[src/sv/rtpsr_pkg.sv]
`timescale 1ns / 1ps
// Shared types and constants for the RTP sequence rewriter.
// No dependencies; used by rtp_sequence_rewriter_on_frame_drop_top.
package rtpsr_pkg;

    localparam int SEQ_W      = 16;
    localparam int FRAME_W    = 16;
    localparam int CFG_IDX_W  = 2;
    localparam int CFG_DATA_W = 16;

    localparam logic [CFG_IDX_W-1:0] CFG_DROP_WHEN_UNSURE = 2'd0;
    localparam logic [CFG_IDX_W-1:0] CFG_SKIP_THRESHOLD   = 2'd1;

    localparam logic [SEQ_W-1:0] SKIP_THRESHOLD_RESET = 16'd3;
    localparam logic [SEQ_W-1:0] EDGE_REMOVE          = 16'd2;
    localparam logic [SEQ_W-1:0] NEXT_GAP_REMOVE      = 16'd3;

    typedef enum logic [1:0] {
        MARK_INTER = 2'd0,
        MARK_START = 2'd1,
        MARK_END   = 2'd2
    } t_mark;

endpackage

[src/sv/rtp_sequence_rewriter_on_frame_drop_top.sv]
`timescale 1ns / 1ps
// A request accepted is held in the input register, and its result then in the output register.
// Throughput: one request per cycle while the output is not stalled; an input register and an output register
// let one request enter while a finished result waits to be taken.
// Reset (synchronous, active low) clears all frame state and the removed count
// and returns drop_when_unsure to 0 and the skip threshold to 3.
// Top level of the RTP sequence rewriter; depends on rtpsr_pkg.
module rtp_sequence_rewriter_on_frame_drop_top (
    input  logic                              i_clk,
    input  logic                              i_rst_n,
    input  logic                              i_cfg_valid,
    output logic                              o_cfg_ready,
    input  logic [rtpsr_pkg::CFG_IDX_W-1:0]   i_cfg_index,
    input  logic [rtpsr_pkg::CFG_DATA_W-1:0]  i_cfg_data,
    input  logic                              i_in_valid,
    output logic                              o_in_ready,
    input  logic [rtpsr_pkg::FRAME_W-1:0]     i_frame_number,
    input  logic [rtpsr_pkg::SEQ_W-1:0]       i_seq_number,
    input  logic                              i_start_of_frame,
    input  logic                              i_end_of_frame,
    input  logic                              i_drop_packet,
    output logic                              o_out_valid,
    input  logic                              i_out_ready,
    output logic                              o_seq_valid,
    output logic [rtpsr_pkg::SEQ_W-1:0]       o_new_seq_number
);

    localparam int SW = rtpsr_pkg::SEQ_W;
    localparam int FW = rtpsr_pkg::FRAME_W;

    logic                 r_drop_when_unsure;
    logic [SW-1:0]        r_skip_threshold;

    logic                 r_in_valid;
    logic [FW-1:0]        r_in_frame;
    logic [SW-1:0]        r_in_seq;
    logic                 r_in_sof;
    logic                 r_in_eof;
    logic                 r_in_drop;

    logic                 r_out_valid;
    logic                 r_out_seq_valid;
    logic [SW-1:0]        r_out_seq;

    logic [FW-1:0]        r_newest_frame;
    logic                 r_newest_dropped;
    logic [SW-1:0]        r_first_seq;
    logic [SW-1:0]        r_last_seq;
    logic                 r_end_seen;
    logic [SW-1:0]        r_removed;
    logic [FW-1:0]        r_highest_dropped;

    logic [FW-1:0]        n_newest_frame;
    logic                 n_newest_dropped;
    logic [SW-1:0]        n_first_seq;
    logic [SW-1:0]        n_last_seq;
    logic                 n_end_seen;
    logic [SW-1:0]        n_removed;
    logic [FW-1:0]        n_highest_dropped;
    logic                 n_seq_valid;
    logic [SW-1:0]        n_seq;

    logic                 advance;
    rtpsr_pkg::t_mark     mark;
    logic [FW:0]          frame_x;
    logic [FW:0]          newest_x;
    logic [FW:0]          newest_p1;
    logic [FW:0]          skip_gap;
    logic [SW-1:0]        seq_m1;
    logic [SW-1:0]        seq_p1;
    logic [SW-1:0]        span;

    assign advance     = r_in_valid && (!r_out_valid || i_out_ready);
    assign o_in_ready  = !r_in_valid || advance;
    assign o_cfg_ready = 1'b1;

    assign o_out_valid      = r_out_valid;
    assign o_seq_valid      = r_out_seq_valid;
    assign o_new_seq_number = r_out_seq;

    always_comb begin
        if (r_in_eof) begin
            mark = rtpsr_pkg::MARK_END;
        end else if (r_in_sof) begin
            mark = rtpsr_pkg::MARK_START;
        end else begin
            mark = rtpsr_pkg::MARK_INTER;
        end
    end

    assign frame_x   = {1'b0, r_in_frame};
    assign newest_x  = {1'b0, r_newest_frame};
    assign newest_p1 = newest_x + {{FW{1'b0}}, 1'b1};
    assign skip_gap  = frame_x - newest_x + {{FW{1'b0}}, 1'b1};
    assign seq_m1    = r_in_seq - {{(SW-1){1'b0}}, 1'b1};
    assign seq_p1    = r_in_seq + {{(SW-1){1'b0}}, 1'b1};
    assign span      = r_last_seq - r_first_seq + {{(SW-1){1'b0}}, 1'b1};

    always_comb begin
        n_newest_frame    = r_newest_frame;
        n_newest_dropped  = r_newest_dropped;
        n_first_seq       = r_first_seq;
        n_last_seq        = r_last_seq;
        n_end_seen        = r_end_seen;
        n_removed         = r_removed;
        n_highest_dropped = r_highest_dropped;
        n_seq_valid       = 1'b0;
        n_seq             = '0;

        if (r_in_frame > 16'd1 && r_newest_frame == '0) begin
            n_newest_frame   = r_in_frame;
            n_newest_dropped = r_in_drop;
            n_first_seq      = (mark == rtpsr_pkg::MARK_START) ? r_in_seq : seq_m1;
            n_last_seq       = (mark == rtpsr_pkg::MARK_END) ? r_in_seq : seq_p1;
            if (!r_in_drop) begin
                n_seq_valid = 1'b1;
                n_seq       = r_in_seq;
            end else if (mark == rtpsr_pkg::MARK_END) begin
                n_removed = rtpsr_pkg::EDGE_REMOVE;
            end
            if (mark == rtpsr_pkg::MARK_END) begin
                n_end_seen = 1'b1;
            end
        end else if (frame_x == newest_x) begin
            if (mark == rtpsr_pkg::MARK_START) begin
                n_first_seq = r_in_seq;
            end else if (r_in_seq == r_first_seq) begin
                n_first_seq = seq_m1;
            end
            if (mark == rtpsr_pkg::MARK_END) begin
                n_last_seq = r_in_seq;
            end else if (!r_end_seen) begin
                n_last_seq = seq_p1;
            end
            if (!r_in_drop) begin
                n_seq_valid = 1'b1;
                n_seq       = r_in_seq - r_removed;
            end else if (mark == rtpsr_pkg::MARK_END) begin
                n_removed = r_removed + r_in_seq - n_first_seq
                          + {{(SW-1){1'b0}}, 1'b1};
            end
            if (mark == rtpsr_pkg::MARK_END) begin
                n_end_seen = 1'b1;
            end
        end else if (frame_x == newest_p1) begin
            n_newest_frame = r_in_frame;
            if (r_newest_dropped && !r_end_seen) begin
                n_removed = r_removed + ((mark == rtpsr_pkg::MARK_START)
                          ? (r_in_seq - r_first_seq) : rtpsr_pkg::NEXT_GAP_REMOVE);
            end else if (r_in_drop && mark == rtpsr_pkg::MARK_END) begin
                n_removed = r_removed + (r_end_seen
                          ? (r_in_seq - r_last_seq) : rtpsr_pkg::EDGE_REMOVE);
            end
            n_newest_dropped = r_in_drop;
            n_first_seq      = (mark == rtpsr_pkg::MARK_START) ? r_in_seq : seq_m1;
            n_last_seq       = (mark == rtpsr_pkg::MARK_END) ? r_in_seq : seq_p1;
            if (!r_in_drop) begin
                n_seq_valid = 1'b1;
                n_seq       = r_in_seq - n_removed;
            end
            n_end_seen = (mark == rtpsr_pkg::MARK_END);
        end else if (frame_x > newest_p1) begin
            if (!r_newest_dropped && !r_in_drop &&
                skip_gap >= {1'b0, r_skip_threshold}) begin
                n_removed = n_removed + rtpsr_pkg::EDGE_REMOVE;
            end
            n_newest_frame = r_in_frame;
            if (r_newest_dropped && !r_end_seen) begin
                n_removed = n_removed + r_last_seq - r_first_seq;
            end
            n_newest_dropped = r_in_drop;
            if (mark == rtpsr_pkg::MARK_START) begin
                n_first_seq = r_in_seq;
            end else if (r_in_seq == r_first_seq) begin
                n_first_seq = seq_m1;
            end else if (mark == rtpsr_pkg::MARK_INTER) begin
                n_first_seq = seq_m1;
            end else begin
                n_first_seq = r_in_seq - rtpsr_pkg::EDGE_REMOVE;
            end
            n_last_seq = (mark == rtpsr_pkg::MARK_END) ? r_in_seq : seq_p1;
            if (!r_in_drop) begin
                n_seq_valid = 1'b1;
                n_seq       = r_in_seq - n_removed;
            end else if (mark == rtpsr_pkg::MARK_END) begin
                n_removed = n_removed + rtpsr_pkg::EDGE_REMOVE;
            end
            n_end_seen = (mark == rtpsr_pkg::MARK_END);
        end else begin
            if (r_in_drop) begin
                n_seq_valid = 1'b0;
            end else if (frame_x + {{FW{1'b0}}, 1'b1} == newest_x) begin
                n_seq_valid = 1'b1;
                if (!r_newest_dropped || !r_end_seen) begin
                    n_seq = r_in_seq - r_removed;
                end else begin
                    n_seq = r_in_seq - (r_removed - span);
                end
            end else if (r_in_frame > r_highest_dropped || !r_drop_when_unsure) begin
                n_seq_valid = 1'b1;
                n_seq       = r_in_seq - r_removed;
            end
        end

        if (r_in_drop && r_in_frame > r_highest_dropped) begin
            n_highest_dropped = r_in_frame;
        end
    end

    always_ff @(posedge i_clk) begin
        if (!i_rst_n) begin
            r_drop_when_unsure <= 1'b0;
            r_skip_threshold   <= rtpsr_pkg::SKIP_THRESHOLD_RESET;
        end else if (i_cfg_valid) begin
            case (i_cfg_index)
                rtpsr_pkg::CFG_DROP_WHEN_UNSURE: r_drop_when_unsure <= i_cfg_data[0];
                rtpsr_pkg::CFG_SKIP_THRESHOLD:   r_skip_threshold   <= i_cfg_data;
                default: ;
            endcase
        end
    end

    always_ff @(posedge i_clk) begin
        if (!i_rst_n) begin
            r_in_valid <= 1'b0;
        end else if (o_in_ready) begin
            r_in_valid <= i_in_valid;
        end
    end

    always_ff @(posedge i_clk) begin
        if (i_in_valid && o_in_ready) begin
            r_in_frame <= i_frame_number;
            r_in_seq   <= i_seq_number;
            r_in_sof   <= i_start_of_frame;
            r_in_eof   <= i_end_of_frame;
            r_in_drop  <= i_drop_packet;
        end
    end

    always_ff @(posedge i_clk) begin
        if (!i_rst_n) begin
            r_out_valid <= 1'b0;
        end else if (advance) begin
            r_out_valid <= 1'b1;
        end else if (i_out_ready) begin
            r_out_valid <= 1'b0;
        end
    end

    always_ff @(posedge i_clk) begin
        if (advance) begin
            r_out_seq_valid <= n_seq_valid;
            r_out_seq       <= n_seq;
        end
    end

    always_ff @(posedge i_clk) begin
        if (!i_rst_n) begin
            r_newest_frame    <= '0;
            r_newest_dropped  <= 1'b0;
            r_first_seq       <= '0;
            r_last_seq        <= '0;
            r_end_seen        <= 1'b0;
            r_removed         <= '0;
            r_highest_dropped <= '0;
        end else if (advance) begin
            r_newest_frame    <= n_newest_frame;
            r_newest_dropped  <= n_newest_dropped;
            r_first_seq       <= n_first_seq;
            r_last_seq        <= n_last_seq;
            r_end_seen        <= n_end_seen;
            r_removed         <= n_removed;
            r_highest_dropped <= n_highest_dropped;
        end
    end

    a_suppressed_zero: assert property (@(posedge i_clk) disable iff (!i_rst_n)
        (o_out_valid && !o_seq_valid) |-> (o_new_seq_number == '0))
        else $error("suppressed result carries a nonzero sequence number");

    a_advance_shows: assert property (@(posedge i_clk) disable iff (!i_rst_n)
        advance |=> o_out_valid)
        else $error("processed request produced no result");

    a_ready_stall: assert property (@(posedge i_clk) disable iff (!i_rst_n)
        !o_in_ready |-> (r_in_valid && r_out_valid && !i_out_ready))
        else $error("input stalled without a full pipeline");

    a_newest_mono: assert property (@(posedge i_clk) disable iff (!i_rst_n)
        advance |=> (r_newest_frame >= $past(r_newest_frame)))
        else $error("newest frame moved backward");

    a_highest_mono: assert property (@(posedge i_clk) disable iff (!i_rst_n)
        advance |=> (r_highest_dropped >= $past(r_highest_dropped)))
        else $error("highest dropped frame moved backward");

endmodule

[config.mk]
export PLATFORM = sky130hd
export DESIGN_NAME = rtp_sequence_rewriter_on_frame_drop_top
export DESIGN_NICKNAME = d
export VERILOG_FILES = /design/src/sv/rtpsr_pkg.sv /design/src/sv/rtp_sequence_rewriter_on_frame_drop_top.sv
export SDC_FILE = /design/constraint.sdc
export NUM_CORES = 1
export LEC_CHECK = 0
export BUFFER_PORTS_ARGS = -buffer_cell sky130_fd_sc_hd__buf_2
export CAP_MARGIN = 25
export CORE_ASPECT_RATIO = 1.1
export CORE_MARGIN = 2
export CORE_UTILIZATION = 50
export DETAILED_ROUTE_END_ITERATION = 12
export HOLD_SLACK_MARGIN = 0.06
export PLACE_DENSITY = 0.73
export SYNTH_ARGS = -nofsm -noshare
export SYNTH_HDL_FRONTEND = slang
export SYNTH_SLANG_ARGS = --single-unit
[constraint.sdc]
create_clock -name i_clk -period 22.8 [get_ports i_clk]
set_input_delay 1.14 -clock i_clk [delete_from_list [all_inputs] [get_ports i_clk]]
set_output_delay 1.14 -clock i_clk [all_outputs]
set_load 0.02 [all_outputs]
== Word-level counts from Yosys, hierarchy flattened ==
Cells that the tools add are included.

* Magnitude comparators: 4
* Reductions and logical operators: 31
* Multiply operators: 0
* Div/mod/pow operators: 0
* Shift operators: 0
* Bitwise gates (word level): 0
* Multiplexer cells: 83
* Equal/unequal tests: 13
* Add/sub/neg operators: 25

{| class="wikitable"
|+ Operators by type and width
! operator !! number
|-
| 16-bit 2-to-1 mux || 62
|-
| 16-bit subtractor || 10
|-
| 16-bit adder || 4
|-
| 16-bit by 1-bit adder with 16-bit output, second input constant || 3
|-
| 16-bit by 1-bit adder with 17-bit output, second input constant || 2
|-
| 16-bit by 2-bit adder with 16-bit output, second input constant || 2
|-
| 16-bit equality test || 2
|-
| 1-bit 2-to-1 mux || 20
|-
| 17-bit by 1-bit adder with 17-bit output, second input constant || 1
|-
| 16-bit by 17-bit equality test with 1-bit output || 1
|-
| 17-bit by 16-bit equality test with 1-bit output || 1
|-
| 17-bit by 16-bit greater-or-equal comparator with 1-bit output || 1
|-
| 16-bit by 17-bit greater-than comparator with 1-bit output || 1
|-
| 16-bit by 16-bit subtractor with 17-bit output || 1
|-
| 16-bit by 1-bit greater-than comparator with 1-bit output, second input constant || 1
|-
| 16-bit greater-than comparator || 1
|-
| 16-bit logical NOT || 1
|-
| 16-bit by 1-bit subtractor with 16-bit output, second input constant || 1
|-
| 16-bit by 2-bit subtractor with 16-bit output, second input constant || 1
|-
| 1-bit logical AND || 8
|-
| 2-bit AND reduction || 4
|-
| 1-bit logical NOT || 6
|-
| 2-bit != test, second input constant || 3
|-
| 3-bit AND reduction || 2
|-
| 11 further kinds || 17
|}

* Input port bits: 58
* Bits in read-only memories: 0
* Bits in latches: 0
* Register bits: 153
* RAM bits: 0
* Memories: 0

== Logic depth before layout (Yosys ltp) ==
Gate-level depths: netlist of run 1.

* Depth after elaboration: 23
* Depth in mapped cells: 51
* Mapped depth without buffers: 49

== Least setup slack after synthesis of run 1 ==
Ideal clock, no wire load.

* Path type: flip-flop to flip-flop
* Start: register r_in_frame[1]
* End: register r_out_seq[15], in the netlist o_new_seq_number[15], data pin
* Library setup time: 0.271 ns
* Arrival time: 8.799 ns
* Buffers on the path: 1
* Path slack: 13.731 ns
* Cell stages (with the launch flop): 51
* Cell sequence: edfxtp_1 -> inv_1 -> ha_1 -> inv_1 -> ha_1 -> inv_1 -> fa_1 -> nor2b_1 -> o21ai_0 -> a21boi_0 -> o21ai_0 -> a21boi_0 -> o21ai_0 -> a21boi_0 -> o21ai_0 -> nand2b_1 -> a31oi_1 -> mux2i_1 -> [15 not listed] -> a21oi_1 -> o21ai_0 -> xnor2_1 -> o21ai_0 -> a311oi_4 -> ha_1 -> or2_2 -> a21oi_1 -> a31oi_1 -> a41o_1 -> o41ai_1 -> nand2b_1 -> a2111oi_0 -> nor3_1 -> o21ai_0 -> xor2_1 -> nand2_1 -> o211ai_1

* Word-level cells in the longest chain between the ends: 22
* Elaborated cells between the ends (all ways): 34
* Those cells by class: 6 x add/sub; 4 x order compare; 3 x eq/ne; 18 x mux; 3 x reduce/logical

{| class="wikitable"
|+ Ends and longest elaborated chain
! item !! line !! source
|-
| from (decl) || rtp_sequence_rewriter_on_frame_drop_top.sv:35 || <nowiki>logic [FW-1:0] r_in_frame;</nowiki>
|-
| from (signal assigned) || rtp_sequence_rewriter_on_frame_drop_top.sv:233 || <nowiki>r_in_frame <= i_frame_number;</nowiki>
|-
| 16-bit by 16-bit subtractor with 17-bit output || rtp_sequence_rewriter_on_frame_drop_top.sv:94 || <nowiki>assign skip_gap = frame_x - newest_x + {{FW{1'b0}}, 1'b1};</nowiki>
|-
| 17-bit by 1-bit adder with 17-bit output || rtp_sequence_rewriter_on_frame_drop_top.sv:94 ||
|-
| 17-bit by 16-bit greater-or-equal comparator with 1-bit output || rtp_sequence_rewriter_on_frame_drop_top.sv:164 || <nowiki>skip_gap >= {1'b0, r_skip_threshold}) begin</nowiki>
|-
| 1-bit logical AND || rtp_sequence_rewriter_on_frame_drop_top.sv:163 || <nowiki>if (!r_newest_dropped && !r_in_drop &&</nowiki>
|-
| 16-bit 2-to-1 mux || rtp_sequence_rewriter_on_frame_drop_top.sv:163 ||
|-
| 16-bit 2-to-1 mux || rtp_sequence_rewriter_on_frame_drop_top.sv:162 || <nowiki>end else if (frame_x > newest_p1) begin</nowiki>
|-
| 16-bit 2-to-1 mux || rtp_sequence_rewriter_on_frame_drop_top.sv:145 || <nowiki>end else if (frame_x == newest_p1) begin</nowiki>
|-
| 16-bit 2-to-1 mux || rtp_sequence_rewriter_on_frame_drop_top.sv:124 || <nowiki>end else if (frame_x == newest_x) begin</nowiki>
|-
| [7 not listed] || - ||
|-
| 16-bit 2-to-1 mux || rtp_sequence_rewriter_on_frame_drop_top.sv:110 || <nowiki>if (r_in_frame > 16'd1 && r_newest_frame == '0) begin</nowiki>
|-
| 16-bit subtractor || rtp_sequence_rewriter_on_frame_drop_top.sv:184 || <nowiki>n_seq = r_in_seq - n_removed;</nowiki>
|-
| 16-bit 2-to-1 mux || rtp_sequence_rewriter_on_frame_drop_top.sv:182 || <nowiki>if (!r_in_drop) begin</nowiki>
|-
| 16-bit 2-to-1 mux || rtp_sequence_rewriter_on_frame_drop_top.sv:162 ||
|-
| 16-bit 2-to-1 mux || rtp_sequence_rewriter_on_frame_drop_top.sv:145 ||
|-
| 16-bit 2-to-1 mux || rtp_sequence_rewriter_on_frame_drop_top.sv:124 ||
|-
| 16-bit 2-to-1 mux (*) || rtp_sequence_rewriter_on_frame_drop_top.sv:110 ||
|-
| via n_seq[15] || rtp_sequence_rewriter_on_frame_drop_top.sv:61 || <nowiki>logic [SW-1:0] n_seq;</nowiki>
|-
| to (signal assigned) || rtp_sequence_rewriter_on_frame_drop_top.sv:254 || <nowiki>r_out_seq <= n_seq;</nowiki>
|-
| to (decl) || rtp_sequence_rewriter_on_frame_drop_top.sv:43 || <nowiki>logic [SW-1:0] r_out_seq;</nowiki>
|}

Mark *: on every way through the listed nets, which the timed path passes. The rest lies on a longest branch. The select of a mux whose other input is x is not followed.
A chain may end at the register's enable or synchronous reset.

== Worst setup path in the final report of run 1 ==
Ends and elaborated chain as after synthesis.

==> impl_metrics.xml, run 1 <==
<?xml version="1.0" encoding="UTF-8"?>
<metrics>
  <group name="floorplanning">
    <metric name="initial_core_util" unit="">0.509</metric>
    <metric name="die_width" unit="um">197</metric>
    <metric name="fp.dieH" unit="um">217</metric>
    <metric name="die_area" unit="mm^2">0.0427</metric>
    <metric name="top_level_ports" unit="">78</metric>
    <metric name="rows" unit="">77</metric>
    <metric name="core_region_area" unit="mm^2">0.0404</metric>
  </group>
  <group name="place">
    <metric name="routabilityCongestion" unit="">1.02</metric>
    <metric name="post-place-cells" unit="">3177</metric>
    <metric name="io_buffers" unit="">76</metric>
    <metric name="hpwlAfterDp" unit="um">56900</metric>
    <metric name="pre_cts_ws" unit="ns">11.93</metric>
  </group>
  <group name="clock_tree">
    <metric name="cts-buffers-inserted" unit="">17</metric>
    <metric name="cts-resized-gates" unit="">0</metric>
    <metric name="clock_tree.buffer_depth" unit="">2</metric>
    <metric name="cts_hold_buffers" unit="">0</metric>
    <metric name="insertion_delay_of_the_later_clocked_pin_in_the_worst_skew_pair" unit="ns">0.48</metric>
    <metric name="cts.sink_count" unit="">153</metric>
    <metric name="path_clk_slew" unit="ns">0.06</metric>
    <metric name="number_of_h_tree_levels" unit="">4</metric>
    <metric name="cts.repair_timing.setup_buffer_count" unit="">0</metric>
    <metric name="tritoncts" unit="">built</metric>
    <metric name="cts-root-buf" unit="">clkbuf_16</metric>
  </group>
  <group name="routing">
    <metric name="drc" unit="">0</metric>
    <metric name="detail-route-antenna-nets" unit="">0</metric>
    <metric name="detailedRoute.firstPassIterationCount" unit="">6</metric>
    <metric name="initialDrtViolationCount" unit="">1770</metric>
    <metric name="detail_route.wl_per_cell" unit="um">22.5</metric>
    <metric name="detail_route.vias_per_cell" unit="">6.37</metric>
    <metric name="dr_total_vias" unit="">20500</metric>
    <metric name="total_wire_length_after_detailed_routing" unit="um">72400</metric>
  </group>
  <group name="grt">
    <metric name="grt_overflow_total" unit="">0</metric>
    <metric name="global_route.usage.total" unit="">0.339</metric>
    <metric name="grt_max_degree" unit="">86</metric>
    <metric name="first_pass_grt_wire_length" unit="um">111000</metric>
    <metric name="grt_pass1_vias" unit="">20300</metric>
    <metric name="grt_antenna_before_repair" unit="">1</metric>
  </group>
  <group name="timing">
    <metric name="slew_viol_final" unit="">0</metric>
    <metric name="rsz0062_at_grt" unit="">false</metric>
    <metric name="worst_slack" unit="ns">11.71</metric>
    <metric name="clock_skew" unit="ns">0.0128</metric>
    <metric name="maxClockFrequency" unit="MHz">90.2</metric>
    <metric name="setup-violations-final" unit="">0</metric>
    <metric name="setup_total_negative_slack" unit="ns">0</metric>
    <metric name="slew-limit-headroom" unit="">0.253</metric>
    <metric name="final.period_utilization" unit="">0.486</metric>
    <metric name="hold_viol" unit="">0</metric>
    <metric name="worst_pin_slew" unit="ns">1.09</metric>
    <metric name="period_needed" unit="ns">11.09</metric>
  </group>
  <group name="finish">
    <metric name="final_layout_size_suffix_gt1_frac" unit="">0.0734</metric>
    <metric name="layout-area-overhead-vs-synth" unit="%">7.02</metric>
    <metric name="final_cell_mix" unit="">252 x nor2_1, 244 x ha_1, 234 x inv_1, 231 x nand2_1, 208 x a21oi_1</metric>
    <metric name="design.final.nets" unit="">3055</metric>
    <metric name="mostFrequentLayoutCell" unit="">nor2_1</metric>
    <metric name="n_fill_cell" unit="">3881</metric>
    <metric name="finished_layout_cells" unit="">3212</metric>
  </group>
  <group name="power">
    <metric name="post-layout-total-power" unit="mW">1.33</metric>
    <metric name="sequentialPowerShare" unit="">0.251</metric>
    <metric name="vdd_drop_max" unit="V">0.0000660</metric>
    <metric name="switching_power" unit="mW">0.592</metric>
    <metric name="power_density" unit="mW/mm^2">60.4</metric>
    <metric name="leakage_power" unit="nW">8.81</metric>
    <metric name="power_frac_comb" unit="">0.537</metric>
    <metric name="switching_share_of_power" unit="">0.445</metric>
    <metric name="power_report.internal_total" unit="mW">0.737</metric>
    <metric name="clockPowerShare" unit="">0.211</metric>
  </group>
  <group name="synthesis">
    <metric name="netlist-cell-type-count" unit="">99</metric>
    <metric name="mappedNetlistArea" unit="mm^2">0.0205</metric>
    <metric name="async_flop_share" unit="">0</metric>
    <metric name="syn-num-nets" unit="">3040</metric>
    <metric name="ys_seq_elements" unit="">153</metric>
    <metric name="synthesis.area_per_instance" unit="um^2">7.70</metric>
    <metric name="synth.yosys.warnings" unit="">0</metric>
    <metric name="synth_top_flop_cell" unit="">dfxtp_1</metric>
    <metric name="seq_area_frac_synth" unit="">0.174</metric>
    <metric name="count_of_flip_flops_with_a_built_in_enable_after_synthesis" unit="">52</metric>
    <metric name="syn_inst" unit="">2670</metric>
  </group>
  <group name="critical_path">
    <metric name="crit_path_start_kind" unit="">flop</metric>
    <metric name="timing.critical_path.required" unit="ns">23.00</metric>
    <metric name="crit_type" unit="">reg -&gt; reg</metric>
    <metric name="crit_path_end_kind" unit="">flop</metric>
    <metric name="critPathArrivalTime" unit="ns">11.28</metric>
    <metric name="path_max_fanout" unit="">10</metric>
    <metric name="slowest_stage_cell_crit_path" unit="">o21ai_0</metric>
    <metric name="cpPeakStageDelay" unit="ns">0.72</metric>
    <metric name="critical-path-top-cell-by-count" unit="">o21ai_0</metric>
  </group>
  <group name="run_status">
    <metric name="run_status" unit="">finished clean</metric>
  </group>
  <group name="worst_hold_path">
    <metric name="worstHoldPathType" unit="">reg -&gt; reg</metric>
  </group>
  <group name="flow_run">
    <metric name="max_cap_violation_count" unit="">0</metric>
  </group>
</metrics>
[kinds of logic (layout without fill, tap and decap cells)]
group	after synthesis	after routing	synth area share
other cells	1	2	0.000183
simple gates	890	890	0.212
fa+ha+maj	313	313	0.215
buf+inv	353	381	0.0668
flops	153	153	0.174
xor+xnor	216	216	0.0921
compound gates	701	701	0.218
mux	43	43	0.0214
[critical path: cells and delay by family (launching register included)]
kind                       cells  cell delay (ns)
muxes                          1             0.17
and+or+nand+nor               11             1.69
adders and majority gates      7             2.49
xor gates and xnor gates       2             0.33
buffers and inverters          5             0.49
DFF                            1             0.49
AOI/OAI and AO/OA             22             5.13
[layer usage]
layer,track usage,part of all wire
met5,0,0
met1,0.394,0.38
met3,0.0509,0.076
met2,0.581,0.47
met4,0.216,0.067
[through the flow]
step	hold WS (ns)	cell area, um^2	utilization
2_1_floorplan	0.436	20500	-
3_3_place_gp	0.446	21400	0.529
3_5_place_dp	0.449	21400	0.530
4_1_cts	0.458	21900	0.543
5_1_grt	0.474	22000	0.545
6_report	0.457	22000	0.545
[power by group through the flow]
stage / clock [mW] / sequential [mW] / combinational, mW
CTS: 0.285 / 0.333 / 0.697
floorplan: 0 / 0.328 / 0.517
finish: 0.281 / 0.334 / 0.714
global placement: 0 / 0.338 / 0.674
detailed placement: 0 / 0.339 / 0.690
global route: 0.293 / 0.336 / 0.783
[synthesized netlist by cell type, types with 26 or more instances]
library cell | n | area share
fa_1 | 68 | 0.066
and3_1 | 27 | 0.0082
mux2i_1 | 39 | 0.019
nor3_1 | 85 | 0.021
a21oi_1 | 208 | 0.051
o211ai_1 | 34 | 0.012
nand3_1 | 67 | 0.016
nand2b_1 | 26 | 0.0079
ha_1 | 244 | 0.15
a31oi_1 | 34 | 0.010
nand2_1 | 231 | 0.042
inv_1 | 235 | 0.043
edfxtp_1 | 52 | 0.076
o21ai_0 | 149 | 0.036
xnor2_1 | 154 | 0.066
nor2_1 | 252 | 0.046
a21o_1 | 47 | 0.017
or3_1 | 26 | 0.0079
nor4_1 | 30 | 0.0091
clkbuf_1 | 82 | 0.015
nor2b_1 | 35 | 0.011
a211oi_1 | 35 | 0.013
xor2_1 | 62 | 0.026
nand4_1 | 29 | 0.0088
dfxtp_1 | 101 | 0.098
[worst paths after layout]
path	from	to	slack [ns]	depth (start not counted)
worst max-delay path	r_in_frame[1]	o_new_seq_number[15]	11.71	48
worst min-delay path	r_skip_threshold[12]	r_skip_threshold[12]	0.46	2
worst min register to register	r_skip_threshold[12]	r_skip_threshold[12]	0.46	2
worst max register to register	r_in_frame[1]	o_new_seq_number[15]	11.71	48
[cell type report]
class,instances,area [um^2],area share
timing repair buffer,111,696,0.0316
clock inverter,11,97.6,0.00444
antenna,1,2.50,0.000114
inverter,238,893,0.0406
sequential,153,3580,0.163
tap,513,642,0.0292
clock buffer,21,450,0.0205
multi-input combinational,2164,15600,0.711
(Power assumes the default switching activity.)
==> run 2, diff against run 1 <==
- PLACE_DENSITY: 0.73 -> 0.75
- clock period: 22.8 -> 9.9 ns (I/O delays scaled with it)
==> run 2 against run 1 <==
  * Routed wire length is essentially flat
  * Die area unchanged
  * Combinational power increased by 140%
  * Non-clock buffer count up 36
  * Core utilization increased by 1.0 points
  * Final area grew 1.9%
  * First-iteration DRC count rose by 18%
  * Critical path type unchanged
  * Largest power group unchanged
==> impl_metrics.xml, run 2 (synthesis gave the netlist of run 1 again) <==
<?xml version="1.0" encoding="UTF-8"?>
<metrics>
  <group name="critical_path">
    <metric name="timing.critical_path.required" unit="ns">10.11</metric>
    <metric name="slowest_stage_cell_crit_path" unit="">fa_1</metric>
    <metric name="crit_path_start_kind" unit="">flop</metric>
    <metric name="crit_type" unit="">reg -&gt; reg</metric>
    <metric name="critPathArrivalTime" unit="ns">9.57</metric>
    <metric name="cpPeakStageDelay" unit="ns">0.49</metric>
    <metric name="path_max_fanout" unit="">4</metric>
    <metric name="crit_path_end_kind" unit="">flop</metric>
    <metric name="critical-path-top-cell-by-count" unit="">o21ai_0</metric>
  </group>
  <group name="place">
    <metric name="io_buffers" unit="">76</metric>
    <metric name="hpwlAfterDp" unit="um">56900</metric>
    <metric name="placed_cell_area" unit="mm^2">0.0216</metric>
    <metric name="routabilityCongestion" unit="">1.01</metric>
    <metric name="post-place-cells" unit="">3209</metric>
    <metric name="pre_cts_ws" unit="ns">-0.0930</metric>
  </group>
  <group name="floorplanning">
    <metric name="die_width" unit="um">197</metric>
    <metric name="fp.dieH" unit="um">217</metric>
    <metric name="rows" unit="">77</metric>
    <metric name="top_level_ports" unit="">78</metric>
    <metric name="die_area" unit="mm^2">0.0427</metric>
    <metric name="initial_core_util" unit="">0.509</metric>
    <metric name="core_region_area" unit="mm^2">0.0404</metric>
  </group>
  <group name="power">
    <metric name="leakage_power" unit="nW">9.05</metric>
    <metric name="power_density" unit="mW/mm^2">142</metric>
    <metric name="post-layout-total-power" unit="mW">3.18</metric>
    <metric name="vdd_drop_max" unit="V">0.000143</metric>
  </group>
  <group name="clock_tree">
    <metric name="cts-root-buf" unit="">clkbuf_16</metric>
    <metric name="tritoncts" unit="">built</metric>
    <metric name="clock_tree.buffer_depth" unit="">2</metric>
    <metric name="path_clk_slew" unit="ns">0.07</metric>
    <metric name="cts-buffers-inserted" unit="">17</metric>
    <metric name="insertion_delay_of_the_later_clocked_pin_in_the_worst_skew_pair" unit="ns">0.48</metric>
    <metric name="cts.sink_count" unit="">153</metric>
    <metric name="cts_hold_buffers" unit="">0</metric>
    <metric name="number_of_h_tree_levels" unit="">4</metric>
  </group>
  <group name="timing">
    <metric name="worst_slack" unit="ns">0.538</metric>
    <metric name="rsz0062_at_grt" unit="">true</metric>
    <metric name="hold_viol" unit="">0</metric>
    <metric name="slew-limit-headroom" unit="">0.310</metric>
    <metric name="period_needed" unit="ns">9.36</metric>
    <metric name="slew_viol_final" unit="">0</metric>
    <metric name="clock_skew" unit="ns">0.0140</metric>
    <metric name="worst_pin_slew" unit="ns">1.03</metric>
    <metric name="setup_total_negative_slack" unit="ns">0</metric>
    <metric name="maxClockFrequency" unit="MHz">107</metric>
    <metric name="final.period_utilization" unit="">0.946</metric>
    <metric name="setup-violations-final" unit="">0</metric>
  </group>
  <group name="finish">
    <metric name="layout-area-overhead-vs-synth" unit="%">9.02</metric>
    <metric name="final_cell_mix" unit="">252 x nor2_1, 243 x ha_1, 234 x inv_1, 231 x nand2_1, 204 x a21oi_1</metric>
    <metric name="finished_layout_cells" unit="">3248</metric>
    <metric name="final_layout_size_suffix_gt1_frac" unit="">0.0911</metric>
    <metric name="final_design_area_no_fill" unit="mm^2">0.0224</metric>
    <metric name="design.final.nets" unit="">3091</metric>
    <metric name="mostFrequentLayoutCell" unit="">nor2_1</metric>
    <metric name="n_fill_cell" unit="">3850</metric>
  </group>
  <group name="grt">
    <metric name="grt_overflow_total" unit="">0</metric>
    <metric name="grt_max_degree" unit="">86</metric>
    <metric name="grt_antenna_before_repair" unit="">1</metric>
    <metric name="first_pass_grt_wire_length" unit="um">111000</metric>
    <metric name="grt_pass1_vias" unit="">20100</metric>
    <metric name="global_route.usage.total" unit="">0.339</metric>
  </group>
  <group name="routing">
    <metric name="drc" unit="">0</metric>
    <metric name="dr_total_vias" unit="">20600</metric>
    <metric name="detail-route-antenna-nets" unit="">0</metric>
    <metric name="initialDrtViolationCount" unit="">2081</metric>
    <metric name="detail_route.vias_per_cell" unit="">6.34</metric>
    <metric name="detail_route.wl_per_cell" unit="um">22.3</metric>
    <metric name="total_wire_length_after_detailed_routing" unit="um">72500</metric>
    <metric name="detailedRoute.firstPassIterationCount" unit="">6</metric>
  </group>
  <group name="worst_hold_path">
    <metric name="worstHoldPathType" unit="">in -&gt; reg</metric>
  </group>
  <group name="run_status">
    <metric name="run_status" unit="">finished clean</metric>
  </group>
  <group name="flow_run">
    <metric name="max_cap_violation_count" unit="">0</metric>
  </group>
</metrics>
==> run 2: cell count changes in the layout (fill, tap and decap cells not counted), moves of 4 or more <==
| cell | previous run | this run |
|---|---|---|
| o21ai_0 | 149 | 145 |
| buf_4 | 32 | 68 |
| a21oi_1 | 208 | 204 |
| a21oi_2 | 1 | 5 |
==> run 2: final timing paths <==
path | startpoint | to | slack (ns) | depth (start not counted)
max | r_in_frame[1] | o_new_seq_number[15] | 0.54 | 51
min reg2reg | r_skip_threshold[9] | r_skip_threshold[9] | 0.46 | 2
min | i_start_of_frame | r_in_sof | 0.20 | 1
max reg2reg | r_in_frame[1] | o_new_seq_number[15] | 0.54 | 51
==> run 2: report_power, final <==
| group | switching [mW] | internal, mW | leakage, nW |
|---|---|---|---|
| combinational | 1.03 | 0.674 | 7.42 |
| sequential | 0.0546 | 0.696 | 1.33 |
| clock | 0.318 | 0.403 | 0.300 |
==> run 2: what timing repair did <==
item	in CTS	in global routing
setup buffers	0	4
setup endpoints to repair	2	5
pin swaps	0	4
resized for setup	1	18
==> run 2: cell type report <==
| cell class | instances | area [um^2] | share of cell area |
|---|---|---|---|
| inverter | 238 | 893 | 0.0399 |
| multi-input combinational | 2164 | 15700 | 0.700 |
| tap | 513 | 642 | 0.0287 |
| clock buffer | 17 | 425 | 0.0190 |
| clock inverter | 15 | 190 | 0.00849 |
| timing repair buffer | 147 | 973 | 0.0435 |
| sequential | 153 | 3580 | 0.160 |
| antenna | 1 | 2.50 | 0.000112 |
==> run 2: layer usage <==
layer	vias to the layer above	track usage	wire (um)
met2	1036	0.571	34200
met5	-	0	0
met3	256	0.0622	6250
li1	9604	-	-
met4	0	0.226	4860
met1	9682	0.394	27200
==> run 2: worst max-delay path: cells and delay by family (launching register included) <==
family                   cells  cell delay, ns
AO/OA/AOI/OAI               24            3.83
XOR/XNOR                     2            0.31
adder cells (fa/ha/maj)      7            2.45
buffers and inverters        7            0.77
flip-flops                   1            0.38
multiplexers                 1            0.18
AND/OR/NAND/NOR             10            1.19
==> run 2: through the flow <==
| step | hold WS (ns) | util |
|---|---|---|
| finish | 0.195 | 0.555 |
| global route | 0.185 | 0.555 |
| CTS | 0.177 | 0.551 |
| global placement | 0.445 | 0.535 |
| detailed placement | 0.454 | 0.536 |
| floorplan | 0.436 | - |
